<file path="config.mk">
export PLATFORM = sky130hd
export DESIGN_NAME = lcae_next_cell
export DESIGN_NICKNAME = d
export VERILOG_FILES = /design/src/hdl/lcae_pkg.sv /design/src/hdl/lcae_next_cell.sv
export SDC_FILE = /design/constraint.sdc
export NUM_CORES = 1
export LEC_CHECK = 0
export BUFFER_PORTS_ARGS = -buffer_cell sky130_fd_sc_hd__buf_4
export CORE_AREA = 8 8 45 47
export DETAILED_ROUTE_END_ITERATION = 6
export DIE_AREA = 0 0 53 55
export PLACE_DENSITY_LB_ADDON = 0.2
export SETUP_SLACK_MARGIN = 0.1
export SYNTH_ARGS = -nofsm -noshare
export SYNTH_HDL_FRONTEND = slang
export SYNTH_SLANG_ARGS = --single-unit
export TNS_END_PERCENT = 1
</file>
<file path="constraint.sdc">
create_clock -name vclk -period 5
set_input_delay 0.75 -clock vclk [all_inputs]
set_output_delay 0.75 -clock vclk [all_outputs]
set_load 0.005 [all_outputs]
</file>
<file path="src/hdl/lcae_pkg.sv">
package lcae_pkg;

    localparam int MAX_COLS = 64;
    localparam int MAX_ROWS = 64;
    localparam int COL_W    = 6;
    localparam int ROW_W    = 6;
    localparam int DIM_W    = 7;
    localparam int CNT_W    = 13;
    localparam int NBR_W    = 4;

    localparam logic [NBR_W-1:0] SURVIVE_MIN = NBR_W'(2);
    localparam logic [NBR_W-1:0] BIRTH_COUNT = NBR_W'(3);

    localparam logic [1:0] OP_WRITE = 2'd0;
    localparam logic [1:0] OP_READ  = 2'd1;
    localparam logic [1:0] OP_STEP  = 2'd2;

    localparam logic [1:0] CFG_WIDTH  = 2'd0;
    localparam logic [1:0] CFG_HEIGHT = 2'd1;

    localparam logic [DIM_W-1:0] COLS_LIMIT = DIM_W'(MAX_COLS);
    localparam logic [DIM_W-1:0] ROWS_LIMIT = DIM_W'(MAX_ROWS);

    // Three-cell columns of the window, ordered row above, own row, row below.
    typedef struct packed {
        logic [2:0] lft;
        logic [2:0] ctr;
        logic [2:0] rgt;
    } t_nbhd;

    typedef struct packed {
        logic nxt;
        logic born;
        logic died;
    } t_cell_res;

    function automatic logic [DIM_W-1:0] clamp_dim(input logic [DIM_W-1:0] v,
                                                  input logic [DIM_W-1:0] lim);
        logic [DIM_W-1:0] res;
        begin
            if (v == '0) begin
                res = DIM_W'(1);
            end else if (v > lim) begin
                res = lim;
            end else begin
                res = v;
            end
            return res;
        end
    endfunction

    function automatic logic [MAX_COLS-1:0] width_mask(input logic [DIM_W-1:0] w);
        logic [MAX_COLS-1:0] m;
        begin
            for (int i = 0; i < MAX_COLS; i++) begin
                m[i] = (DIM_W'(i) < w);
            end
            return m;
        end
    endfunction

endpackage

</file>
<file path="src/hdl/lcae_next_cell.sv">
module lcae_next_cell (
    input  lcae_pkg::t_nbhd     i_nbhd,
    output lcae_pkg::t_cell_res o_res
);

    logic [lcae_pkg::NBR_W-1:0] nbr_cnt;
    logic                       cur;

    assign cur = i_nbhd.ctr[1];

    assign nbr_cnt = lcae_pkg::NBR_W'(i_nbhd.lft[0]) + lcae_pkg::NBR_W'(i_nbhd.lft[1])
                   + lcae_pkg::NBR_W'(i_nbhd.lft[2]) + lcae_pkg::NBR_W'(i_nbhd.ctr[0])
                   + lcae_pkg::NBR_W'(i_nbhd.ctr[2]) + lcae_pkg::NBR_W'(i_nbhd.rgt[0])
                   + lcae_pkg::NBR_W'(i_nbhd.rgt[1]) + lcae_pkg::NBR_W'(i_nbhd.rgt[2]);

    always_comb begin
        o_res.died = cur && ((nbr_cnt < lcae_pkg::SURVIVE_MIN) ||
                             (nbr_cnt > lcae_pkg::BIRTH_COUNT));
        o_res.born = !cur && (nbr_cnt == lcae_pkg::BIRTH_COUNT);
        o_res.nxt  = (cur && !o_res.died) || o_res.born;
    end

endmodule

</file>
==> flow_metrics.tcl, run 1 <==
set metrics [dict create \
    status "finished clean" \
    clockBufferCount 0 \
    layout.nets 55 \
    max_stage_delay_ns 0.53 \
    ys_types 11 \
    cp_max_fo 3 \
    initial_utilization 0.153 \
    avgSynthCellArea_um2 8.46 \
    ctsResizeCount 0 \
    p_per_area_nw_per_um2 200 \
    path_cells "buf_4, fa_1, inv_1, fa_1, fa_1, inv_1, ha_1, inv_1, fa_1, nor3b_1, a21oi_1, nor4b_2, buf_4" \
    cpMaxStageDelayCell "fa_1" \
    postCtsHoldBufs 0 \
    peakVddDrop_mv 0.0720 \
    regArea_um2 0 \
    hold_path.class "in -> out" \
    synth_area_um2 211 \
    grt_first_pass_wirelength_um 724 \
    holdPathStages 3 \
    ioPinCount 12 \
    finalHoldViolCount 0 \
    fill_cells 168 \
    min_to "o_res[1]" \
    grt_max_degree 4 \
    cpMostUsedCell "fa_1" \
    vias 188 \
    setup_viol 0 \
    yosysTopAreaCellShare 0.379 \
    drv_cap 0 \
    place_inst 53 \
    final_common_cell "buf_4" \
    synth_largest_area_cell "fa_1" \
    port_buffers 12 \
    first_global_vias 205 \
    static-leakage-power_nw 0.177 \
    fin_area_um2 322 \
    diodes 0 \
    firstDrtPassIters 1 \
    drt_wl_total_um 431 \
    die_h_um 55 \
    rows 14 \
    mostFrequentLayoutCells "12 x buf_4, 10 x inv_1, 4 x fa_1" \
    place_ws_ns 0.510 \
    overflow 0 \
    fmax_mhz 224 \
    rsz0062_at_grt "false" \
    worst_slack_ns 0.537 \
    netlist_instances 25 \
    timing_worst_slew_pin_value_ns 0.276 \
    die_w_um 53 \
    worstHoldStart "i_nbhd[4]" \
    wl_per_cell_um 8.13 \
    detail-route-antenna-nets 0 \
    dieArea_um2 2920 \
    cts_setup_buffers 0 \
    layout-drive-gt1-share 0.378 \
    holdWs_ns 1.76 \
    endpoint_kind "output port" \
    slew_headroom 0.816 \
    via_per_inst 3.55 \
    final_max_slew_viol_count 0 \
    yosys_warnings 0 \
    crit_type "in -> out" \
    drtIter0Drc 0 \
    coreArea_um2 1380 \
    layout_min_cycle_time_ns 4.46 \
    finalSetupTns_ns 0 \
    arrival_ns 3.71 \
    flops_and_latches 0 \
    grt_usage 0.0296 \
    synthTopCellsByArea "fa_1 38%, ha_1 18%, inv_1 18%" \
    dpl-instance-area_um2 322 \
    area_growth_pct 52.1 \
    stdcell_count 53 \
    yosysSeqAreaShare 0 \
    start_kind "input port" \
    fin_crit_sh 0.893 \
    globalplace.congestion 0.640 \
    required_ns 4.25 \
    drc_errors 0 \
    synth_nets 41 \
    antenna_found_initial 0 \
]
## layout make-up
class,count,area (um2),share of cell area
Timing Repair Buffer,12,90.1,0.280
Inverter,10,37.5,0.117
Multi-Input combinational cell,15,174,0.541
Tap cell,16,20.0,0.0623
## stage by stage
step	total power [W]	util
CTS	0.0000665	0.232
global route	0.0000747	0.232
global placement	0.0000660	0.232
finish	0.0000643	0.232
floorplan	0.0000412	-
detailed placement	0.0000653	0.232
## cells by family after synthesis
kind of cell    Yosys count  synth area share
simple gates              6             0.207
buf+inv                  10             0.178
compound gates            2            0.0592
fa+ha+maj                 7             0.556
## synthesized netlist by cell type (all sizes together)
cell type,n
nand2,1
nor2,1
inv,10
and2b,1
nor4b,1
nor3,1
ha,3
fa,4
o21a,1
a21oi,1
nor3b,1
## worst max-delay path: cells and delay by family
| kind | cells | cell delay, ns |
|---|---|---|
| adders and majority gates | 5 | 1.98 |
| buffers and inverters | 5 | 0.44 |
| and+or+nand+nor | 2 | 0.41 |
| AOI/OAI and AO/OA | 1 | 0.14 |
## how the worst max path moves through the flow
stage              start  endpoint  slack (ns)
6_report       i_nbhd[0]  o_res[1]        0.54
5_1_grt        i_nbhd[0]  o_res[2]        0.37
4_1_cts        i_nbhd[0]  o_res[1]        0.49
3_5_place_dp   i_nbhd[0]  o_res[1]        0.51
3_3_place_gp   i_nbhd[0]  o_res[1]        0.52
2_1_floorplan  i_nbhd[0]  o_res[0]        0.90
## where the power goes
group | switching [W] | internal, W | leakage [nW]
sequential | 0 | 0 | 0
combinational | 0.0000296 | 0.0000347 | 0.177
clock | 0 | 0 | 0
total | 0.0000296 | 0.0000347 | 0.177
## layer usage
layer	wire [um]	GRT usage	vias up
li1	-	-	98
met1	187	0.0413	82
met2	188	0.0449	8
met3	54	0.0107	0
met4	0	0	0
met5	0	0	-
Note: power is estimated with default switching activity, not from simulation.
==> inputs of run 2 (changes only) <==
--- a/config.mk
+++ b/config.mk
@@ -6,9 +6,9 @@
 export NUM_CORES = 1
 export LEC_CHECK = 0
 export BUFFER_PORTS_ARGS = -buffer_cell sky130_fd_sc_hd__buf_4
-export CORE_AREA = 8 8 45 47
+export CORE_AREA = 5 5 42 44
 export DETAILED_ROUTE_END_ITERATION = 6
-export DIE_AREA = 0 0 53 55
+export DIE_AREA = 0 0 47 49
 export PLACE_DENSITY_LB_ADDON = 0.2
 export SETUP_SLACK_MARGIN = 0.1
 export SYNTH_ARGS = -nofsm -noshare
==> run 2 against run 1 <==
Compared with the run above: combinational power fell by 0.9%; non-clock buffer count stayed put; via count shrank 1.6%; wire length down 4.9%; power down 0.93%; worst hold slack got worse by 0.0026 ns; core utilization shrank 0.29 points; first-iteration DRC count is the same; maximum frequency rose by 0.64%; design area is the same; cell count unchanged; clock-buffer cell count did not move; critical path type unchanged; largest power group unchanged; highest routed layer unchanged.
==> flow_metrics.tcl, run 2 (synthesis gave the netlist of run 1 again) <==
set metrics [dict create \
    status "finished clean" \
    detail-route-antenna-nets 0 \
    area_growth_pct 52.1 \
    layout.nets 55 \
    p_per_area_nw_per_um2 198 \
    ioPinCount 12 \
    drv_cap 0 \
    via_per_inst 3.49 \
    arrival_ns 3.68 \
    grt_max_degree 4 \
    vias 185 \
    slew_headroom 0.822 \
    setup_viol 0 \
    hold_path.class "in -> out" \
    final_common_cell "buf_4" \
    fin_area_um2 322 \
    cts_setup_buffers 0 \
    grt_first_pass_wirelength_um 648 \
    layout_min_cycle_time_ns 4.43 \
    wl_per_cell_um 7.74 \
    layout-drive-gt1-share 0.378 \
    dpl-instance-area_um2 322 \
    fin_crit_sh 0.887 \
    peakVddDrop_mv 0.0617 \
    final_max_slew_viol_count 0 \
    finalSetupTns_ns 0 \
    cp_max_fo 3 \
    postCtsHoldBufs 0 \
    place_ws_ns 0.524 \
    port_buffers 12 \
    finalHoldViolCount 0 \
    crit_type "in -> out" \
    flops_and_latches 0 \
    mostFrequentLayoutCells "12 x buf_4, 10 x inv_1, 4 x fa_1" \
    initial_utilization 0.151 \
    overflow 0 \
    static-leakage-power_nw 0.177 \
    grt_usage 0.0359 \
    diodes 0 \
    fill_cells 159 \
    ctsResizeCount 0 \
    final_util 0.229 \
    required_ns 4.25 \
    clockBufferCount 0 \
    rsz0062_at_grt "false" \
    first_global_vias 175 \
    dieArea_um2 2300 \
    dpl.hpwl_um 411 \
    antenna_found_initial 0 \
    globalplace.congestion 0.611 \
    drc_errors 0 \
    firstDrtPassIters 1 \
    worst_slack_ns 0.565 \
    fmax_mhz 225 \
    coreArea_um2 1400 \
    total_power_w 0.0000637 \
    crit_end "o_res[0]" \
    rows 14 \
    timing_worst_slew_pin_value_ns 0.266 \
    regArea_um2 0 \
    die_h_um 49 \
    startpoint "i_nbhd[0]" \
    drtIter0Drc 0 \
    die_w_um 47 \
    drt_wl_total_um 410 \
    endpoint_kind "output port" \
    start_kind "input port" \
]
==> run 2: cell counts in the layout (fill, tap and decap cells not counted) <==
No cell type changed its count.
==> run 2: stage by stage <==
step                      std cells  hold slack [ns]
after floorplan                  25             1.53
after global placement           53             1.76
after detailed placement         53             1.76
after CTS                        53             1.76
after global routing             53             1.77
final                            53             1.76
==> run 2: final cells by class <==
class,instances,area (um2),area share
tap,16,20.0,0.0623
timing repair buffer,12,90.1,0.280
inverter,10,37.5,0.117
multi-input combinational,15,174,0.541
==> run 2: worst min-delay path by stage <==
stage	endpoint	from	cells past startpoint	slack (ns)
4_1_cts	o_res[1]	i_nbhd[4]	3	1.76
3_3_place_gp	o_res[1]	i_nbhd[4]	3	1.76
5_1_grt	o_res[1]	i_nbhd[4]	3	1.77
2_1_floorplan	o_res[1]	i_nbhd[4]	1	1.53
6_report	o_res[1]	i_nbhd[4]	3	1.76
3_5_place_dp	o_res[1]	i_nbhd[4]	3	1.76
==> run 2: critical path: stages <==
cell	delay (ns)
buf_4	0.12
fa_1	0.52
inv_1	0.05
fa_1	0.50
fa_1	0.43
inv_1	0.07
ha_1	0.15
inv_1	0.05
fa_1	0.37
and2b_2	0.20
a21oi_1	0.23
o21a_1	0.15
buf_4	0.10
==> run 2: report_power, final <==
part | internal [W] | switching, W | total [W]
sequential | 0 | 0 | 0
clock | 0 | 0 | 0
combinational | 0.0000347 | 0.0000290 | 0.0000637
total | 0.0000347 | 0.0000290 | 0.0000637
==> run 2: metal layers <==
layer  vias up  track usage  wire (um)
met1        77       0.0549        189
li1         98            -          -
met5         -            0          0
met2        10       0.0566        156
met3         0      0.00369         64
met4         0            0          0
